<file path="src/hw/rtl/ele_pkg.sv">
// ----------------------------------------------------------------------------
// ele_pkg
// Shared types and constants of the echoing line editor.
// ----------------------------------------------------------------------------
package ele_pkg;

    localparam int LINE_DEPTH_DEF = 32;
    localparam int LEN_W          = 6;
    localparam logic [LEN_W-1:0] LEN_RESET = 6'd32;

    localparam int FUNC_W     = 2;
    localparam int IN_DATA_W  = 16;
    localparam int OUT_DATA_W = 16;

    typedef enum logic [FUNC_W-1:0] {
        FUNC_RX    = 2'd0,
        FUNC_DRAIN = 2'd1,
        FUNC_LOCK  = 2'd2,
        FUNC_NONE  = 2'd3
    } t_func;

    localparam logic [7:0] CH_NUL = 8'h00;
    localparam logic [7:0] CH_BS  = 8'h08;
    localparam logic [7:0] CH_LF  = 8'h0A;
    localparam logic [7:0] CH_CR  = 8'h0D;
    localparam logic [7:0] CH_SP  = 8'h20;

    // Controller to datapath.
    typedef struct packed {
        logic       latch;       // capture the input item
        logic       exec;        // apply the item to the state
        logic       echo_load;   // load one echo result
        logic [1:0] step;        // position within the echo sequence
        logic       echo_last;   // this echo result ends the sequence
        logic       drain_load;  // load one drained byte or the terminator
    } t_cmd;

    // Datapath to controller.
    typedef struct packed {
        logic       out_free;    // output register can take a result
        logic       exec_echo;   // item leads to an echo sequence
        logic       exec_drain;  // item leads to a drain
        logic [1:0] echo_len;    // results in the current echo sequence
        logic       drain_more;  // stored bytes still to send
    } t_sts;

endpackage

</file>
<file path="src/hw/rtl/ele_ctrl.sv">
// ----------------------------------------------------------------------------
// ele_ctrl
// Sequencer: takes one item, has it applied, then paces its results.
// ----------------------------------------------------------------------------
module ele_ctrl (
    input  logic          i_clk,
    input  logic          i_rst_n,
    input  logic          i_in_valid,
    output logic          o_in_ready,
    input  ele_pkg::t_sts i_sts,
    output ele_pkg::t_cmd o_cmd
);

    typedef enum logic [1:0] {
        S_IDLE,
        S_EXEC,
        S_ECHO,
        S_DRAIN
    } t_state;

    t_state     r_state, n_state;
    logic [1:0] r_step, n_step;
    logic       r_in_ready;

    always_comb begin
        o_cmd            = '0;
        o_cmd.latch      = r_in_ready && i_in_valid;
        o_cmd.exec       = (r_state == S_EXEC);
        o_cmd.echo_load  = (r_state == S_ECHO) && i_sts.out_free;
        o_cmd.step       = r_step;
        o_cmd.echo_last  = (r_step == (i_sts.echo_len - 2'd1));
        o_cmd.drain_load = (r_state == S_DRAIN) && i_sts.out_free;
    end

    always_comb begin
        n_state = r_state;
        n_step  = r_step;
        unique case (r_state)
            S_IDLE: begin
                if (o_cmd.latch) begin
                    n_state = S_EXEC;
                end
            end
            S_EXEC: begin
                n_step = 2'd0;
                if (i_sts.exec_echo) begin
                    n_state = S_ECHO;
                end else if (i_sts.exec_drain) begin
                    n_state = S_DRAIN;
                end else begin
                    n_state = S_IDLE;
                end
            end
            S_ECHO: begin
                if (i_sts.out_free) begin
                    if (o_cmd.echo_last) begin
                        n_state = S_IDLE;
                    end else begin
                        n_step = r_step + 2'd1;
                    end
                end
            end
            S_DRAIN: begin
                if (i_sts.out_free && !i_sts.drain_more) begin
                    n_state = S_IDLE;
                end
            end
            default: n_state = S_IDLE;
        endcase
    end

    always_ff @(posedge i_clk) begin
        if (!i_rst_n) begin
            r_state    <= S_IDLE;
            r_step     <= 2'd0;
            r_in_ready <= 1'b1;
        end else begin
            r_state    <= n_state;
            r_step     <= n_step;
            r_in_ready <= (n_state == S_IDLE);
        end
    end

    assign o_in_ready = r_in_ready;

endmodule

</file>
<file path="src/hw/rtl/ele_dp.sv">
// ----------------------------------------------------------------------------
// ele_dp
// Line store, edit state, length register and output register.
// ----------------------------------------------------------------------------
module ele_dp #(
    parameter int LINE_DEPTH = ele_pkg::LINE_DEPTH_DEF
) (
    input  logic                      i_clk,
    input  logic                      i_rst_n,
    input  logic                      i_cfg_we,
    input  logic [ele_pkg::LEN_W-1:0] i_cfg_len,
    input  logic [ele_pkg::FUNC_W-1:0] i_func,
    input  logic [7:0]                i_rx_byte,
    input  logic                      i_lock_value,
    input  ele_pkg::t_cmd             i_cmd,
    output ele_pkg::t_sts             o_sts,
    input  logic                      i_out_ready,
    output logic                      o_out_valid,
    output logic                      o_kind,
    output logic [7:0]                o_byte,
    output logic                      o_last,
    output logic                      o_line_ready,
    output logic                      o_status
);

    localparam int IDX_W  = $clog2(LINE_DEPTH + 1);
    localparam int ADDR_W = $clog2(LINE_DEPTH);
    localparam logic [ele_pkg::LEN_W-1:0] DEPTH_LEN = ele_pkg::LEN_W'(LINE_DEPTH);
    localparam logic [IDX_W-1:0]          DEPTH_IDX = IDX_W'(LINE_DEPTH);

    typedef enum logic [2:0] {
        SEQ_BS,
        SEQ_CR,
        SEQ_CHAR,
        SEQ_NL,
        SEQ_REFUSE
    } t_seq;

    function automatic logic [7:0] echo_byte(t_seq seq, logic [1:0] step, logic [7:0] rx);
        logic [7:0] b;
        b = ele_pkg::CH_NUL;
        case (seq)
            SEQ_BS:   b = (step == 2'd1) ? ele_pkg::CH_SP : ele_pkg::CH_BS;
            SEQ_CR:   b = (step == 2'd1) ? ele_pkg::CH_LF : ele_pkg::CH_CR;
            SEQ_CHAR: b = rx;
            SEQ_NL:   b = (step == 2'd0) ? rx : ele_pkg::CH_CR;
            default:  b = ele_pkg::CH_NUL;
        endcase
        return b;
    endfunction

    function automatic logic [1:0] echo_len(t_seq seq);
        logic [1:0] n;
        n = 2'd1;
        case (seq)
            SEQ_BS, SEQ_CR: n = 2'd3;
            SEQ_NL:         n = 2'd2;
            default:        n = 2'd1;
        endcase
        return n;
    endfunction

    // Control state
    logic [ele_pkg::LEN_W-1:0] r_len;
    logic [IDX_W-1:0]          r_widx;
    logic                      r_locked;
    logic                      r_o_valid;

    // Payload
    logic [ele_pkg::FUNC_W-1:0] r_func;
    logic [7:0]                 r_byte;
    logic                       r_lockv;
    t_seq                       r_seq;
    logic [IDX_W-1:0]           r_cnt;
    logic [7:0]                 r_rd_data;
    logic [7:0]                 r_mem [LINE_DEPTH];
    logic                       r_o_kind, r_o_last, r_o_ready, r_o_status;
    logic [7:0]                 r_o_byte;

    logic [ele_pkg::LEN_W-1:0] eff_len;
    logic [IDX_W-1:0]          widx_w, n_widx_exec, n_cnt;
    logic [ADDR_W-1:0]         rd_addr;
    t_seq                      n_seq;
    logic                      exec_echo, exec_drain, do_store, set_lock, lock_wr;
    logic                      drain_more, out_free;

    always_comb begin
        if (r_len == '0) begin
            eff_len = ele_pkg::LEN_W'(1);
        end else if (r_len > DEPTH_LEN) begin
            eff_len = DEPTH_LEN;
        end else begin
            eff_len = r_len;
        end
    end

    // Wrap before the edit when the index has run to the line length.
    assign widx_w = (ele_pkg::LEN_W'(r_widx) >= eff_len) ? '0 : r_widx;

    always_comb begin
        n_seq       = SEQ_REFUSE;
        exec_echo   = 1'b0;
        exec_drain  = 1'b0;
        do_store    = 1'b0;
        set_lock    = 1'b0;
        lock_wr     = 1'b0;
        n_widx_exec = r_widx;
        case (ele_pkg::t_func'(r_func))
            ele_pkg::FUNC_RX: begin
                if (!r_locked) begin
                    n_widx_exec = widx_w;
                    if (r_byte == ele_pkg::CH_BS) begin
                        if (widx_w != '0) begin
                            n_widx_exec = widx_w - IDX_W'(1);
                            n_seq       = SEQ_BS;
                            exec_echo   = 1'b1;
                        end
                    end else if (r_byte == ele_pkg::CH_CR) begin
                        n_seq     = SEQ_CR;
                        exec_echo = 1'b1;
                        set_lock  = 1'b1;
                    end else begin
                        do_store    = 1'b1;
                        n_widx_exec = widx_w + IDX_W'(1);
                        n_seq       = (r_byte == ele_pkg::CH_LF) ? SEQ_NL : SEQ_CHAR;
                        exec_echo   = 1'b1;
                    end
                end
            end
            ele_pkg::FUNC_DRAIN: begin
                if (r_locked) begin
                    exec_drain = 1'b1;
                end else begin
                    n_seq     = SEQ_REFUSE;
                    exec_echo = 1'b1;
                end
            end
            ele_pkg::FUNC_LOCK: lock_wr = 1'b1;
            default: ;
        endcase
    end

    assign drain_more = (r_cnt != r_widx);
    assign out_free   = !r_o_valid || i_out_ready;

    // Read port is addressed by the next drain position, so its registered data holds the current one.
    always_comb begin
        if (i_cmd.exec) begin
            n_cnt = '0;
        end else if (i_cmd.drain_load && drain_more) begin
            n_cnt = r_cnt + IDX_W'(1);
        end else begin
            n_cnt = r_cnt;
        end
        rd_addr = (n_cnt < DEPTH_IDX) ? n_cnt[ADDR_W-1:0] : '0;
    end

    always_ff @(posedge i_clk) begin
        if (!i_rst_n) begin
            r_len     <= ele_pkg::LEN_RESET;
            r_widx    <= '0;
            r_locked  <= 1'b0;
            r_o_valid <= 1'b0;
        end else begin
            if (i_cfg_we) begin
                r_len <= i_cfg_len;
            end
            if (i_cmd.exec) begin
                r_widx <= n_widx_exec;
                if (set_lock) begin
                    r_locked <= 1'b1;
                end else if (lock_wr) begin
                    r_locked <= r_lockv;
                end
            end
            if (i_cmd.drain_load && !drain_more) begin
                r_widx <= '0;
            end
            if (i_cmd.echo_load || i_cmd.drain_load) begin
                r_o_valid <= 1'b1;
            end else if (i_out_ready) begin
                r_o_valid <= 1'b0;
            end
        end
    end

    always_ff @(posedge i_clk) begin
        if (i_cmd.latch) begin
            r_func  <= i_func;
            r_byte  <= i_rx_byte;
            r_lockv <= i_lock_value;
        end
        if (i_cmd.exec) begin
            r_seq <= n_seq;
        end
        if (i_cmd.exec && do_store) begin
            r_mem[widx_w[ADDR_W-1:0]] <= r_byte;
        end
        r_cnt     <= n_cnt;
        r_rd_data <= r_mem[rd_addr];
        if (i_cmd.echo_load) begin
            r_o_kind   <= (r_seq == SEQ_REFUSE);
            r_o_byte   <= echo_byte(r_seq, i_cmd.step, r_byte);
            r_o_last   <= i_cmd.echo_last;
            r_o_ready  <= (r_seq == SEQ_CR);
            r_o_status <= (r_seq == SEQ_REFUSE);
        end else if (i_cmd.drain_load) begin
            r_o_kind   <= 1'b1;
            r_o_byte   <= drain_more ? r_rd_data : ele_pkg::CH_NUL;
            r_o_last   <= !drain_more;
            r_o_ready  <= 1'b0;
            r_o_status <= 1'b0;
        end
    end

    always_comb begin
        o_sts            = '0;
        o_sts.out_free   = out_free;
        o_sts.exec_echo  = exec_echo;
        o_sts.exec_drain = exec_drain;
        o_sts.echo_len   = echo_len(r_seq);
        o_sts.drain_more = drain_more;
    end

    assign o_out_valid  = r_o_valid;
    assign o_kind       = r_o_kind;
    assign o_byte       = r_o_byte;
    assign o_last       = r_o_last;
    assign o_line_ready = r_o_ready;
    assign o_status     = r_o_status;

endmodule

</file>
<file path="src/hw/rtl/echoing_line_editor.sv">
// ----------------------------------------------------------------------------
// echoing_line_editor
// Canonical-mode terminal line editor with echo and line drain.
// ----------------------------------------------------------------------------
// Takes one item at a time on the slave stream. tuser selects the operation:
// a received byte is edited into the line store and echoed (backspace erases
// with BS SP BS, carriage return echoes CR LF CR and locks the line, newline
// echoes LF CR, any other byte echoes itself); a drain sends the stored line
// and a zero terminator on the master stream with tuser high, or one refusal
// result (status set) when the line is not locked; a lock write sets the lock
// flag. Bytes received while locked are dropped without a result. tlast marks
// the final result of each item. An item is captured, applied to the edit
// state, then sends its N results (0 to LINE_DEPTH + 1) one per cycle while
// the master stream is ready, through the single output register; the drain
// rate is set by the one read port of the line store, prefetched one entry
// ahead. tready returns in the cycle after the last result is loaded. The
// line store has no reset; only entries below the write index are ever read
// out. Write line_length only while the block is idle.
// ----------------------------------------------------------------------------
module echoing_line_editor #(
    parameter int LINE_DEPTH = ele_pkg::LINE_DEPTH_DEF
) (
    input  logic                          i_clk,
    input  logic                          i_rst_n,
    // Configuration: line_length
    input  logic                          i_cfg_valid,
    output logic                          o_cfg_ready,
    input  logic [ele_pkg::LEN_W-1:0]     i_cfg_data,
    // Slave stream
    input  logic                          i_tvalid,
    output logic                          o_tready,
    input  logic [ele_pkg::IN_DATA_W-1:0] i_tdata,   // [7:0] rx_byte, [8] lock_value
    input  logic [ele_pkg::FUNC_W-1:0]    i_tuser,   // [1:0] func
    // Master stream
    output logic                          o_tvalid,
    input  logic                          i_tready,
    output logic [ele_pkg::OUT_DATA_W-1:0] o_tdata,  // [7:0] out_byte, [8] line_ready,
                                                     // [9] status
    output logic                          o_tuser,   // [0] stream_kind
    output logic                          o_tlast
);

    ele_pkg::t_cmd cmd;
    ele_pkg::t_sts sts;

    logic       out_ready_flag;
    logic       out_status;
    logic [7:0] out_byte;

    // Length register takes every transfer.
    assign o_cfg_ready = 1'b1;

    ele_ctrl u_ctrl (
        .i_clk      (i_clk),
        .i_rst_n    (i_rst_n),
        .i_in_valid (i_tvalid),
        .o_in_ready (o_tready),
        .i_sts      (sts),
        .o_cmd      (cmd)
    );

    ele_dp #(
        .LINE_DEPTH (LINE_DEPTH)
    ) u_dp (
        .i_clk        (i_clk),
        .i_rst_n      (i_rst_n),
        .i_cfg_we     (i_cfg_valid),
        .i_cfg_len    (i_cfg_data),
        .i_func       (i_tuser),
        .i_rx_byte    (i_tdata[7:0]),
        .i_lock_value (i_tdata[8]),
        .i_cmd        (cmd),
        .o_sts        (sts),
        .i_out_ready  (i_tready),
        .o_out_valid  (o_tvalid),
        .o_kind       (o_tuser),
        .o_byte       (out_byte),
        .o_last       (o_tlast),
        .o_line_ready (out_ready_flag),
        .o_status     (out_status)
    );

    // Pack result fields, zero fill to whole bytes.
    assign o_tdata = ele_pkg::OUT_DATA_W'({out_status, out_ready_flag, out_byte});

endmodule

</file>
<file path="config.mk">
export PLATFORM = sky130hd
export DESIGN_NAME = echoing_line_editor
export DESIGN_NICKNAME = d
export VERILOG_FILES = /design/src/hw/rtl/ele_pkg.sv /design/src/hw/rtl/ele_ctrl.sv /design/src/hw/rtl/ele_dp.sv /design/src/hw/rtl/echoing_line_editor.sv
export SDC_FILE = /design/constraint.sdc
export NUM_CORES = 1
export LEC_CHECK = 0
export BUFFER_PORTS_ARGS = -buffer_cell sky130_fd_sc_hd__buf_2
export CORE_MARGIN = 1.5
export CORE_UTILIZATION = 45
export DETAILED_ROUTE_END_ITERATION = 6
export PLACE_DENSITY = 0.58
export SLEW_MARGIN = 0
export SYNTH_ARGS = -nofsm -noshare
export SYNTH_HDL_FRONTEND = slang
export SYNTH_SLANG_ARGS = --single-unit
</file>
<file path="constraint.sdc">
create_clock -name i_clk -period 8.2 [get_ports i_clk]
set_input_delay 1.64 -clock i_clk [delete_from_list [all_inputs] [get_ports i_clk]]
set_output_delay 1.64 -clock i_clk [all_outputs]
set_load 0.02 [all_outputs]
</file>
# Word-level counts from Yosys, hierarchy flattened
# Memory sizes are Yosys's and may differ from the RTL's. A register that Yosys moved wholly into a read port is not among the register bits.
# Cells that the tools add are included.
# classes
n_addsub	5
magnitude_cmp	3
n_eq_ne	17
mux	60
bitwise_logic	3
reduce_logical	28
# op_table
op	count
$mux 6	9
$mux 8	4
$pmux 8 s4	1
$mux 1	29
$eq 8x4->1 const B	3
$mux 2	8
$add 6x1->6 const B	2
$mux 3	4
$logic_not 2->1	4
$pmux 2 s2	2
$pmux 2 s4	1
$reduce_bool 2->1	4
$logic_and 1x1->1	7
$eq 2x1->1 const B	3
$eq 2x2->1 const B	3
$eq 3x2->1 const B	2
$ge 6x6->1	1
$gt 6x6->1 const B	1
$logic_not 6->1	1
$lt 6x6->1 const B	1
$ne 6x6->1	1
$reduce_and 3->1	2
$reduce_bool 6->1	1
$reduce_or 2->1	3
other kinds (15)	19
# totals
regBits	51
ramBits	256
input_bits	29
out_inout_bits	21
word_cells	134
memories	1
# mem_list
memory	depth	word_bits	read_ports	rd_ports_with_merged_regs	write_ports	line_no	text
u_dp.r_mem	32	8	1	1	1	ele_dp.sv:76	logic [7:0] r_mem [LINE_DEPTH];

# Longest topological paths before layout
# Gate-level depths: netlist of run 1.
# depth
depth_word	13
depth_mapped	19
mapped_depth_nobuf	17

# By module
# A second synthesis of run 1 with hierarchy kept.
# hier_totals
hier_cells	1050
hier_area_um2	13693.1
# modules_own_cells
mod	instances	cells_each	area_each_um2	seq_area_each_um2
ele_dp	1	1003	13310.3	9028.7
ele_ctrl	1	36	307.8	100.1
echoing_line_editor	1	11	75.1	0.0

# Least setup slack after synthesis of run 1
# No wires, ideal clock.
# synth_path
kind	input -> register
start	in i_tready
end	reg u_dp.r_rd_data[6], read port of u_dp.r_mem
setup_time_ns	0.121
t_arrival_ns	3.859
required_time_ns	8.079
slack_ns	4.220
path_stages	10
n_path_buf	1
path_cell_list	nand2b_1 clkbuf_1 nand2_1 a21oi_4 xnor2_1 mux2_2 a222oi_1 nor2_1 a22o_1 mux2_2
# synth_between
elab_chain_len	7
# synth_rtl
item	line_no	text
from (decl)	echoing_line_editor.sv:36	input logic i_tready,
$logic_or 1x1->1 (*)	ele_dp.sv:144	assign out_free = !r_o_valid || i_out_ready;
$logic_and 1x1->1 (*)	ele_ctrl.sv:32	o_cmd.drain_load = (r_state == S_DRAIN) && i_sts.out_free;
$logic_and 1x1->1 (*)	ele_dp.sv:150	end else if (i_cmd.drain_load && drain_more) begin
$mux 6 (*)	ele_dp.sv:150	
$mux 6 (*)	ele_dp.sv:148	if (i_cmd.exec) begin
$lt 6x6->1	ele_dp.sv:155	rd_addr = (n_cnt < DEPTH_IDX) ? n_cnt[ADDR_W-1:0] : '0;
$mux 5 (*)	ele_dp.sv:155	
to (decl)	ele_dp.sv:75	logic [7:0] r_rd_data;
# Every way passes the cells marked *; elsewhere a longest branch is shown, timed or not.
# A chain may end at the register's enable or synchronous reset.

# Final worst setup path of run 1
# Ends and elaborated chain as after synthesis.

==> reports/metrics.sh, run 1 <==
OUTCOME='completed'
ANTENNADIODECOUNT=0
POSTSYNTHCELLCOUNT=983
DESIGN.DIE.AREA_SQ_UM=31400
POWER.DENSITY_CELL_AREA_nW_PER_UM2=308
YS_DOMINANT_REG_CELL='edfxtp_1'
DRT-PASS1-ITER-COUNT=6
INITIAL_CORE_UTILIZATION=0.459
CRITICAL_PATH.STARTPOINT='i_tready'
R2R.WORST_PATH.CELLS=12
WORST_SLEW_MARGIN_REL=0.301
GRT_OVERFLOW_TOTAL=0
CAP_VIOLATIONS=0
CTS_RESIZED=0
WHS_NS=0.504
CLK_PIN_SLEW_NS=0.06
SYNTH_LARGEST_TYPE_AREA_FRACTION=0.619
SYNTH-ASYNC-RESET-RATIO=0
FINAL_NET_COUNT=1062
FP.COREAREA_SQ_UM=29800
NUMCTSBUFFERS=34
POSTCTSSETUPBUFFERS=0
GRT_MAX_DEGREE=47
DRC_ERRORS=0
VDD.IR_DROP.WORST_mV=0.182
PLACEMENT.CELL_AREA_SQ_UM=14200
TRITONCTS_CLOCK_TREE='done'
SYNTH-SEQ-AREA-SHARE=0.668
CTSROOTBUFFERMASTER='clkbuf_16'
TIMING.SETUP.CRITICAL_PATH_CLASS='input pin to flip-flop'
FINAL_MIN_PERIOD_OVER_CLOCK_PERIOD=0.577
WORST_SLEW_PIN_SLEW_NS=1.05
POST_DETAILED_ROUTING_WIRE_LENGTH_MICRONS=33600
FLOORPLAN.DIE.HEIGHT_MICRONS=177
AVGSYNTHCELLAREA_SQ_UM=13.9
FINCLKSKEW_NS=0.0161
NETLIST_TOP_CELLS_AREA='edfxtp_1 62%, mux2i_1 6.7%, dfxtp_1 4.8%'
SYN_AREA_SQ_UM=13700
MULTI_INPUT_COMB_AREA_SQ_UM=4180
YS_SEQ_ELEMENTS=315
REQUIRED_NS=8.59
MAX_CLOCK_FREQ_MHz=211
GRT_SETUP_UNREPAIRED='no'
FINAL_CELL_AREA_SQ_UM=15300
GRT_FIRST_PASS_WIRELENGTH_MICRONS=50200
HOLD_PATH.CLASS='flip-flop to flip-flop'
TIMING.CRITICAL_PATH.TO='u_dp.r_rd_data[6]'
IO_BUFFER_COUNT=35
COUNT_OF_FLIP_FLOPS_WITH_A_BUILT_IN_ENABLE_AFTER_SYNTHESIS=282
FINAL_LAYOUT_SIZE_SUFFIX_GT1_FRAC=0.137
SYNTH.DISTINCT_CELLS=76
VIA_PER_INST=5.92
YOSYS_WARNINGS=0
FLOW.AREA_GROWTH_FROM_SYNTHESIS_PCT=11.9
FINAL-SETUP-VIOL-COUNT=0
PIN_COUNT=50
GRTUSAGETOTAL=0.217
ROUTE.DETAILED.WL_PER_INST_MICRONS=23.5
FINALSETUPTNS_NS=0
MAXIMUM_FANOUT_ALONG_THE_WORST_PATH=18
DETAIL-ROUTE-ANTENNA-NETS=0
INITIAL_ANTENNA_VIOLATION_COUNT=0
VIAS=8455
CRITICAL_PATH.STARTPOINT_TYPE='input pin'
HTREE_NUM_LEVELS=2
DRTITER0DRC=855
CTS_HOLD_BUF=0
FINAL_HOLD_VIOL_COUNT=0
GP_CONGESTION=0.856
CLOCK_LATENCY_NS=0.51
VIAS_IN_THE_FIRST_GLOBAL_ROUTE=7951
DETAILED_PLACE_HPWL_MICRONS=21200
TOTAL_LEAKAGE_POWER_nW=5.29
SYNTHDOMINANTAREACELLTYPE='edfxtp_1'
WORST_EP_ARRIVAL_TIME_NS=5.12
CRIT_PATH_END_KIND='flip-flop'
AREA.SEQUENTIAL_SQ_UM=9130
SHORTEST_CLOCK_PERIOD_THE_WORST_PATH_ALLOWS_AFTER_LAYOUT_NS=4.73
REG2REG_FROM='u_ctrl.r_state[1]'
CTS-ROOT-TO-SINK-BUFFERS=3
FINALMAXSLEWVIOLATIONS=0
SINK_COUNT=315
DIE_W_MICRONS=177
R2R_SLACK_NS=3.78
ROWS=63
FINAL_CORE_UTILIZATION=0.513
N_FILL_CELL=2565
CRIT-REG2REG-CAPTURE='u_dp.r_rd_data[6]'
[cell families after synthesis]
group,synth area share
muxes,0.0831
and+or+nand+nor,0.0769
DFF,0.668
adders and majority gates,0.0165
AOI/OAI and AO/OA,0.117
other,0.000549
xor gates and xnor gates,0.00942
buffers and inverters,0.0290
[final cells by class]
type | instances | area share
multi-input cells | 591 | 0.273
inverters | 20 | 0.00507
clock buffers | 44 | 0.0629
repair buffers | 53 | 0.0203
flip-flops and latches | 315 | 0.597
well taps | 390 | 0.0319
clock inverters | 15 | 0.00965
[cell usage after synthesis (3+ instances only)]
cell type  count
o21ai_0       24
a22oi_1        9
o221a_2        3
a221oi_1       5
nand4_1        6
nor2b_1       11
a31oi_1        5
o221a_1        4
a22o_1         5
edfxtp_1     282
dfxtp_1       33
mux2i_1       91
nor2_1        71
nand2b_1       4
and2_1         4
a21oi_1       54
o221ai_1      16
a221oi_2       3
clkbuf_1      23
a2111o_1       3
inv_1         17
xnor2_1        9
a2111oi_0      3
and4_1         3
ha_1          18
or3_1          4
and3_1         6
nand2_1       57
o22ai_1       17
o31ai_1        4
nor4_1         7
o21a_1        16
buf_4         13
buf_2         22
mux2_2        20
a21o_1         6
o211ai_1       8
nor3_1         7
nand3b_1       4
nand3_1       27
a32oi_1       16
[layer usage]
layer  wire, microns  vias to the layer above  GRT usage
met2           15200                      331      0.335
met4             663                        0     0.0536
li1                -                     3868          -
met5               0                        -          0
met1           15500                     4206      0.325
met3            2180                       50     0.0293
[state kept, by name, indices dropped and copies added (netlist names)]
signal and cells:
u_ctrl.o_in_ready 1, u_ctrl.r_state 2, u_ctrl.r_step 2, u_dp.o_byte 8, u_dp.o_kind 1, u_dp.o_last 1, u_dp.o_line_ready 1, u_dp.o_out_valid 1
u_dp.o_status 1, u_dp.r_byte 8, u_dp.r_cnt 6, u_dp.r_func 2, u_dp.r_len 6, u_dp.r_locked 1, u_dp.r_lockv 1, u_dp.r_mem 256
u_dp.r_rd_data 8, u_dp.r_seq 3, u_dp.r_widx 6
[cells in the final DEF, fill, tap and decap left out, types with 7 or more instances in the layout]
cell type,n
nor4_1,7
ha_1,18
nor2b_1,11
nor3_1,7
a32oi_1,16
nand2_1,57
mux2_2,20
conb_1,7
clkbuf_16,37
buf_2,35
o211ai_1,8
o21a_1,16
a21oi_1,54
nand3_1,27
edfxtp_1,282
mux2i_1,91
xnor2_1,8
o221ai_1,16
buf_4,18
clkinv_1,7
o21ai_0,24
a22oi_1,9
nor2_1,71
inv_1,17
dfxtp_1,33
o22ai_1,17
[stage by stage]
stage / instances / setup WS (ns) / total power [mW]
after detailed placement: 1369 / 2.91 / 3.22
final: 1428 / 3.47 / 4.71
after CTS: 1428 / 3.45 / 4.73
after global placement: 1369 / 2.94 / 3.21
after global routing: 1428 / 3.16 / 4.90
after floorplan: 988 / 4.22 / 2.86
[report_power, final]
part | internal [mW] | switching, mW
combinational | 0.477 | 0.843
clock | 0.921 | 0.599
sequential | 1.83 | 0.0449
total | 3.23 | 1.49
[worst min path at each step]
stage                        from            end  slack (ns)  cells past startpoint
floorplan           u_dp.r_locked  u_dp.r_locked        0.47                      2
global placement    u_dp.r_locked  u_dp.r_locked        0.49                      2
detailed placement  u_dp.r_locked  u_dp.r_locked        0.50                      2
CTS                 u_dp.r_locked  u_dp.r_locked        0.50                      2
global route        u_dp.r_locked  u_dp.r_locked        0.53                      2
finish              u_dp.r_locked  u_dp.r_locked        0.50                      2
[worst max-delay path, cell delays in order]
cell	delay (ns)
buf_2	0.08
nand2b_1	0.35
nand3_1	0.30
a2111o_1	0.47
a41oi_2	0.79
and2_1	0.72
a31oi_1	0.17
o21ai_0	0.16
a22oi_1	0.13
mux2_2	0.31
Note: power is estimated with default switching activity, not from simulation.
==> run 2: changes to the inputs <==
--- a/config.mk
+++ b/config.mk
@@ -5,6 +5,7 @@
 export SDC_FILE = /design/constraint.sdc
 export NUM_CORES = 1
 export LEC_CHECK = 0
+export ABC_AREA = 1
 export BUFFER_PORTS_ARGS = -buffer_cell sky130_fd_sc_hd__buf_2
 export CORE_MARGIN = 1.5
 export CORE_UTILIZATION = 45
==> constraint.sdc (replaced) <==
create_clock -name i_clk -period 4.5 [get_ports i_clk]
set_input_delay 0.9 -clock i_clk [delete_from_list [all_inputs] [get_ports i_clk]]
set_output_delay 0.9 -clock i_clk [all_outputs]
set_load 0.02 [all_outputs]
==> run 2 against run 1 <==
  * Critical path type is now flip-flop to flip-flop
  * Sequential share of layout area down 3.6 points
  * Largest cell class unchanged
  * Critical path depth grew 4
  * Final cell count up 36%
==> reports/metrics.sh, run 2 <==
HTREE_NUM_LEVELS=2  # unchanged
YS_DOMINANT_REG_CELL='edfxtp_1'
CRIT_PATH_END_KIND='flip-flop'
PLACE_WORST_SETUP_SLACK_NS=0.846  # -2.07 ns
R2R_SLACK_NS=0.91  # -2.87 ns
SYNTH.DISTINCT_CELLS=41  # -46%
CTS_RESIZED=0  # unchanged
POST_DETAILED_ROUTING_WIRE_LENGTH_MICRONS=35400  # +5.5%
FINAL_CORE_UTILIZATION=0.512  # -0.00106
POSTLAYOUTSETUPSLACKWORST_NS=0.906  # -2.56 ns
FINAL_LAYOUT_SIZE_SUFFIX_GT1_FRAC=0.0872  # -0.0496
COUNT_OF_FLIP_FLOPS_WITH_A_BUILT_IN_ENABLE_AFTER_SYNTHESIS=282  # unchanged
YS_SEQ_ELEMENTS=315  # unchanged
TRITONCTS_CLOCK_TREE='done'
SYN_AREA_SQ_UM=14700  # +7.3%
NETLIST_TOP_CELLS_AREA='edfxtp_1 58%, nand3_1 8.3%, nand2_1 7.1%'
LAYOUT.CELLS.MOST_COMMON_LIST='282 x edfxtp_1, 277 x nand2_1, 242 x nand3_1'
YOSYS.AREA_SHARE.ADDER=0.0153  # -0.00113
GRTUSAGETOTAL=0.213  # -0.00409
GRT_SETUP_UNREPAIRED='no'
DRT-PASS1-ITER-COUNT=5  # -1
CRITICAL_PATH.STARTPOINT_TYPE='flip-flop'
REQUIRED_NS=4.63  # -3.96 ns
GRT_MAX_DEGREE=82  # +74%
PIN_COUNT=50  # unchanged
VIAS_IN_THE_FIRST_GLOBAL_ROUTE=9626  # +21%
MAXIMUM_FANOUT_ALONG_THE_WORST_PATH=8  # -10
CRITICAL_PATH.MAX_STAGE_DELAY_NS=0.80  # about the same
GRT_FIRST_PASS_WIRELENGTH_MICRONS=54500  # +8.4%
OUTCOME='completed'
INITIAL_CORE_UTILIZATION=0.462  # +0.00268
CRIT_PATH_CELL_CHAIN='nor3_1 > nand2_1 > nand2_1 > nand2_1 > ha_1 > nand2_1 > nor2_1 > o21ai_0 > nand3_1 > nor2_1 > inv_1 > ha_1 > nand2_1 > nor2_1'
CTSROOTBUFFERMASTER='clkbuf_16'
IO_BUFFER_COUNT=35  # unchanged
DOMINANT_COMBINATIONAL_CELL_FAMILY_BY_AREA_AFTER_SYNTHESIS='simple AND/OR/NAND/NOR gates'
SYNTH-SEQ-AREA-SHARE=0.622  # -0.0457
CRIT_TOP_CELL='nand2_1'
SINK_COUNT=315  # unchanged
MAX_FFS_PER_REGISTER=256  # unchanged
SHORTEST_CLOCK_PERIOD_THE_WORST_PATH_ALLOWS_AFTER_LAYOUT_NS=3.59
FINALSETUPTNS_NS=0  # unchanged
FLOORPLAN.DIE.HEIGHT_MICRONS=184  # +3.5%
N_FILL_CELL=2871  # +12%
SYNTH.TOP_CELLS.BY_COUNT='282 x edfxtp_1, 278 x nand2_1, 242 x nand3_1'
WORST_SLEW_MARGIN_REL=0.262  # -0.0393
DESIGN.DIE.AREA_SQ_UM=33700  # +7.2%
POSTSYNTHCELLCOUNT=1451  # +48%
YOSYS_WARNINGS=0  # unchanged
SYNTH-SIMPLE-AREA-SHARE=0.244  # +0.167
CTS-ROOT-TO-SINK-BUFFERS=3  # unchanged
CLK_PIN_SLEW_NS=0.06  # about the same
FINALMAXSLEWVIOLATIONS=0  # unchanged
FINAL-SETUP-VIOL-COUNT=0  # unchanged
SYNTH-ASYNC-RESET-RATIO=0  # unchanged
CAP_VIOLATIONS=0  # unchanged
FINAL_CELL_COUNT_NO_FILL=1949  # +36%
DRC_ERRORS=0  # unchanged
VIAS=10100  # +19%
CTS_HOLD_BUF=0  # unchanged
FINCLKSKEW_NS=0.0174  # +0.00131 ns
MOST_COMMON_LIBRARY_CELL_IN_THE_LAYOUT_IGNORING_FILL_AND_TAPS='edfxtp_1'
WORST_EP_ARRIVAL_TIME_NS=3.73  # -1.39 ns
SYNTHDOMINANTAREACELLTYPE='edfxtp_1'
POST_SYNTH_XOR_AREA_FRACTION=0.00418  # -0.00525
POWER.DENSITY_CELL_AREA_nW_PER_UM2=537  # +74%
VDD.IR_DROP.WORST_mV=0.304  # +67%
DETAIL-ROUTE-ANTENNA-NETS=0  # unchanged
FINAL_HOLD_VIOL_COUNT=0  # unchanged
GRT_OVERFLOW_TOTAL=0  # unchanged
AVGSYNTHCELLAREA_SQ_UM=10.1  # -27%
HOLD_PATH.CLASS='flip-flop to flip-flop'
SYNTHMOSTINSTANTIATEDCELL='edfxtp_1'
DETAILED_PLACE_HPWL_MICRONS=21800  # +2.8%
POSTCTSSETUPBUFFERS=0  # unchanged
TIMING.SETUP.CRITICAL_PATH_CLASS='flip-flop to flip-flop'
CLOCK_LATENCY_NS=0.52  # about the same
INITIAL_ANTENNA_VIOLATION_COUNT=0  # unchanged
FP.COREAREA_SQ_UM=31800  # +6.7%
VIA_PER_INST=5.17  # -13%
ANTENNADIODECOUNT=0  # unchanged
TOTAL_LEAKAGE_POWER_nW=6.54  # +24%
SYNTH_MUX_AREA_FRAC=0  # -0.0831
WORST_SLEW_PIN_SLEW_NS=1.10  # +0.0516 ns
DIE_W_MICRONS=184  # +3.5%
ROUTE.DETAILED.WL_PER_INST_MICRONS=18.2  # -23%
COMPOUND_GATE_PORTION_OF_THE_SYNTHESIZED_AREA=0.0274  # -0.0897
SYNTH_LARGEST_TYPE_AREA_FRACTION=0.577  # -0.0424
DRTITER0DRC=921  # +7.7%
NUMPLACEDINSTANCES=1886  # +38%
FLOW.AREA_GROWTH_FROM_SYNTHESIS_PCT=11.0
ROWS=65  # +3.2%
FINAL_MIN_PERIOD_OVER_CLOCK_PERIOD=0.799
CRIT_PATH_TOP_DELAY_CELL='nor2_1'
NUMCTSBUFFERS=35  # +2.9%
MAX_CLOCK_FREQ_MHz=278
GP_CONGESTION=0.869  # +1.5%
FINAL_NET_COUNT=1535  # +45%
[run 2: cell count changes in the layout (fill, tap and decap cells not counted), moves of 20 or more]
cell,previous run,this run
nand3b_1,4,96
mux2i_1,91,0
a21oi_1,54,16
mux2_2,20,0
nand3_1,27,242
nor2_1,71,114
inv_1,17,207
nand2_1,57,277
[run 2: kinds of logic (layout without fill, tap and decap cells)]
logic type / after synthesis / after routing
compound gates: 69 / 69
fa+ha+maj: 18 / 18
xor+xnor: 7 / 7
buf+inv: 283 / 341
other cells: 2 / 7
simple gates: 757 / 757
flops: 315 / 315
[run 2: per-stage QoR]
stage / area [sq um] / power, mW / hold slack (ns)
floorplan: 14700 / 5.46 / 0.474
global placement: 15200 / 6.12 / 0.498
detailed placement: 15200 / 6.15 / 0.510
CTS: 16300 / 8.82 / 0.521
global route: 16300 / 9.22 / 0.544
finish: 16300 / 8.75 / 0.516
[run 2: worst max-delay path: cells and delay by family, from the launching register on]
kind                       cells  cell delay [ns]
adders and majority gates      2             0.50
AOI/OAI and AO/OA              1             0.11
and+or+nand+nor               10             2.10
DFF                            1             0.32
buffers and inverters          1             0.17
[run 2: final timing paths]
kind / depth (start not counted) / endpoint / start
worst max register to register: 14 / u_dp.r_mem[28][4] / u_dp.r_len[2]
worst min register to register: 2 / u_dp.r_locked / u_dp.r_locked
worst max-delay path: 14 / u_dp.r_mem[28][4] / u_dp.r_len[2]
worst min-delay path: 2 / u_dp.r_locked / u_dp.r_locked
[run 2: area by class of cell]
cell class	instances	area (sq um)	area share
clock inverters	12	71.3	0.00438
repair buffers	67	453	0.0278
inverters	211	792	0.0486
well taps	435	544	0.0334
flip-flops and latches	315	9130	0.560
clock buffers	51	998	0.0613
multi-input cells	858	4300	0.264
[run 2: per-layer routing]
layer  share of wire  global-route usage  up-vias
met1            0.45               0.299     4795
met3           0.061              0.0345       56
met4           0.025              0.0646        0
li1                -                   -     4927
met5               0                   0        -
met2            0.46               0.340      292
[run 2: power by group]
part	total, mW	internal [mW]	leakage, nW	switching, mW
combinational	2.47	0.733	3.20	1.74
clock	2.67	1.55	0.520	1.13
sequential	3.61	3.48	2.82	0.132
==> run 3: changes to the inputs <==
--- a/config.mk
+++ b/config.mk
@@ -10,7 +10,7 @@
 export CORE_MARGIN = 1.5
 export CORE_UTILIZATION = 45
 export DETAILED_ROUTE_END_ITERATION = 6
-export PLACE_DENSITY = 0.58
+export PLACE_DENSITY = 0.6
 export SLEW_MARGIN = 0
 export SYNTH_ARGS = -nofsm -noshare
 export SYNTH_HDL_FRONTEND = slang
==> constraint.sdc (replaced) <==
create_clock -name i_clk -period 3.1 [get_ports i_clk]
set_input_delay 0.62 -clock i_clk [delete_from_list [all_inputs] [get_ports i_clk]]
set_output_delay 0.62 -clock i_clk [all_outputs]
set_load 0.02 [all_outputs]
==> run 3 against run 2 <==
  * Combinational power up 62%
  * Power up 51%
  * Clock skew down 0.0014 ns
  * Setup slack worse by 0.81 ns
  * Fmax up 20%
  * Sequential power up 44%
  * Hold slack worse by 0.22 ns
  * Die area unchanged
  * Critical path depth unchanged
  * Critical path type unchanged
  * Largest power group unchanged
==> reports/metrics.sh, run 3 (synthesis results as in run 2) <==
OUTCOME='completed'
FLOORPLAN.DIE.HEIGHT_MICRONS=184  # unchanged
WORST_EP_ARRIVAL_TIME_NS=3.16  # -0.57 ns
ROWS=65  # unchanged
GRTUSAGETOTAL=0.219  # +0.00589
FINALMAXSLEWVIOLATIONS=0  # unchanged
P_TOTAL_mW=13.2  # +51%
POWER.INTERNAL_mW=8.73  # +52%
INITIAL_ANTENNA_VIOLATION_COUNT=0  # unchanged
INITIAL_CORE_UTILIZATION=0.462  # unchanged
FINAL_CORE_UTILIZATION=0.535  # +0.0225
CLK_PIN_SLEW_NS=0.06  # about the same
FINAL_LAYOUT_SIZE_SUFFIX_GT1_FRAC=0.137  # +0.0502
CLOCK_LATENCY_NS=0.51  # about the same
VIAS_IN_THE_FIRST_GLOBAL_ROUTE=9882  # +2.7%
POSTLAYOUTSETUPSLACKWORST_NS=0.0955  # -0.811 ns
P_COMB_FRAC=0.302  # +0.020
DRTITER0DRC=1046  # +14%
CAP_VIOLATIONS=0  # unchanged
VIAS=10400  # +3.2%
HIGHEST-SIGNAL-LAYER='met4'
ROUTE.DETAILED.WL_PER_INST_MICRONS=18.4  # +1.2%
FP.COREAREA_SQ_UM=31800  # unchanged
TRITONCTS_CLOCK_TREE='done'
DRC_ERRORS=0  # unchanged
IO_BUFFER_COUNT=35  # unchanged
PIN_COUNT=50  # unchanged
MULTI_INPUT_COMB_AREA_SQ_UM=4490  # +4.4%
WL_MET2_MICRONS=17100  # +5.2%
VDD.IR_DROP.WORST_mV=0.473  # +56%
AREA.SEQUENTIAL_SQ_UM=9130  # about the same
HTREE_NUM_LEVELS=2  # unchanged
POWER.DENSITY_CELL_AREA_nW_PER_UM2=779  # +45%
FINAL_NET_COUNT=1581  # +3.0%
WIRE_LENGTH_ON_MET1_MICRONS=16200  # +0.93%
MAX_CLOCK_FREQ_MHz=333  # +20%
GRT_OVERFLOW_TOTAL=0  # unchanged
WORST_SLEW_PIN_SLEW_NS=1.03  # -0.0681 ns
GRT_MAX_DEGREE=74  # -9.8%
SINK_COUNT=315  # unchanged
N_FILL_CELL=2811  # -2.1%
DRT-PASS1-ITER-COUNT=6  # +1
CRITICAL_PATH.STARTPOINT_TYPE='flip-flop'
POWER_SWITCHING_mW=4.52  # +51%
POST_DETAILED_ROUTING_WIRE_LENGTH_MICRONS=36700  # +3.5%
ANTENNADIODECOUNT=0  # unchanged
GRT_SETUP_UNREPAIRED='yes'
GP_CONGESTION=0.853  # -1.9%
FINAL-SETUP-VIOL-COUNT=0  # unchanged
CRIT_PATH_END_KIND='flip-flop'
FINAL_HOLD_VIOL_COUNT=0  # unchanged
POWER.SHARE.CLOCK=0.306  # about the same
MOST_COMMON_LIBRARY_CELL_IN_THE_LAYOUT_IGNORING_FILL_AND_TAPS='edfxtp_1'
DR_WL_MET3_MICRONS=2140  # -0.97%
VIA_PER_INST=5.21  # +0.92%
DESIGN.DIE.AREA_SQ_UM=33700  # unchanged
WORST_SLEW_MARGIN_REL=0.307  # +0.0457
HOLD_PATH.CLASS='input pin to flip-flop'
SHORTEST_CLOCK_PERIOD_THE_WORST_PATH_ALLOWS_AFTER_LAYOUT_NS=3.00  # -0.589 ns
NUMCTSBUFFERS=36  # +2.9%
FINAL_CELL_COUNT_NO_FILL=1993  # +2.3%
FINAL_MIN_PERIOD_OVER_CLOCK_PERIOD=0.969  # +0.171
PLACEMENT.CELL_AREA_SQ_UM=15600  # +2.7%
GRT_FIRST_PASS_WIRELENGTH_MICRONS=55900  # +2.6%
CTSROOTBUFFERMASTER='clkbuf_16'
LAYOUT.CELLS.MOST_COMMON_LIST='282 x edfxtp_1, 274 x nand2_1, 240 x nand3_1'
FINALSETUPTNS_NS=0  # unchanged
CTS_HOLD_BUF=0  # unchanged
CTS-ROOT-TO-SINK-BUFFERS=3  # unchanged
TOTAL_LEAKAGE_POWER_nW=6.84  # +4.6%
NUMPLACEDINSTANCES=1929  # +2.3%
TIMING.SETUP.CRITICAL_PATH_CLASS='flip-flop to flip-flop'
DETAILED_PLACE_HPWL_MICRONS=22100  # +1.2%
POWER.SEQUENTIAL.FRACTION=0.392  # -0.021
MAXIMUM_FANOUT_ALONG_THE_WORST_PATH=8  # unchanged
WHS_NS=0.291  # -0.225 ns
REQUIRED_NS=3.25  # -1.38 ns
FINCLKSKEW_NS=0.0160  # -0.00138 ns
MAX_FFS_PER_REGISTER=256  # unchanged
FINAL_CELL_AREA_SQ_UM=17000  # +4.4%
POWER_SWITCHING_SHARE=0.341  # -0.00111
DETAIL-ROUTE-ANTENNA-NETS=0  # unchanged
PLACE_WORST_SETUP_SLACK_NS=-0.201  # -1.05 ns
DIE_W_MICRONS=184  # unchanged
FLOW.AREA_GROWTH_FROM_SYNTHESIS_PCT=15.9
-- run 3: worst max-delay path, stage by stage (launching register included) --
cell     delay [ns]
dfxtp_1        0.31
nor3_1         0.18
nand2_1        0.08
nand2_1        0.08
nand2_1        0.06
ha_1           0.29
a21oi_1        0.16
o21a_1         0.19
nand3_4        0.12
buf_4          0.17
nor2_2         0.17
inv_1          0.08
nor2_1         0.16
nand2_1        0.19
nor2_2         0.43
-- run 3: what timing repair did --
item	in CTS	in global routing
gates cloned	0	1
pin swaps	1	3
endpoints found under the setup margin	175	272
setup buffers	0	1
gates resized for setup	22	39
-- run 3: worst paths after layout --
kind / from / to / slack [ns] / cells past startpoint
hold reg to reg: u_dp.r_locked / u_dp.r_locked / 0.52 / 2
setup reg to reg: u_dp.r_len[2] / u_dp.r_mem[14][1] / 0.1 / 14
hold / removal: i_tdata[2] / u_dp.r_byte[2] / 0.29 / 1
setup / recovery: u_dp.r_len[2] / u_dp.r_mem[14][1] / 0.1 / 14
-- run 3: power groups by stage --
stage	registers, mW	clock network (mW)	logic [mW]
after global routing	5.21	4.30	4.41
after floorplan	5.40	0	2.53
after detailed placement	5.28	0	3.88
after global placement	5.27	0	3.84
final	5.19	4.06	4.00
after CTS	5.19	4.13	3.92
-- run 3: per-layer routing --
metal / up-vias / global-route usage
met2: 310 / 0.357
met4: 0 / 0.0738
li1: 5035 / -
met1: 4984 / 0.299
met5: - / 0
met3: 63 / 0.0361
-- run 3: final cells by class --
| type | count | share of cell area |
|---|---|---|
| Tap cell | 435 | 0.0320 |
| Multi-Input combinational cell | 858 | 0.264 |
| Inverter | 211 | 0.0469 |
| Sequential cell | 315 | 0.537 |
| Clock inverter | 15 | 0.00780 |
| Clock buffer | 47 | 0.0585 |
| Timing Repair Buffer | 112 | 0.0538 |
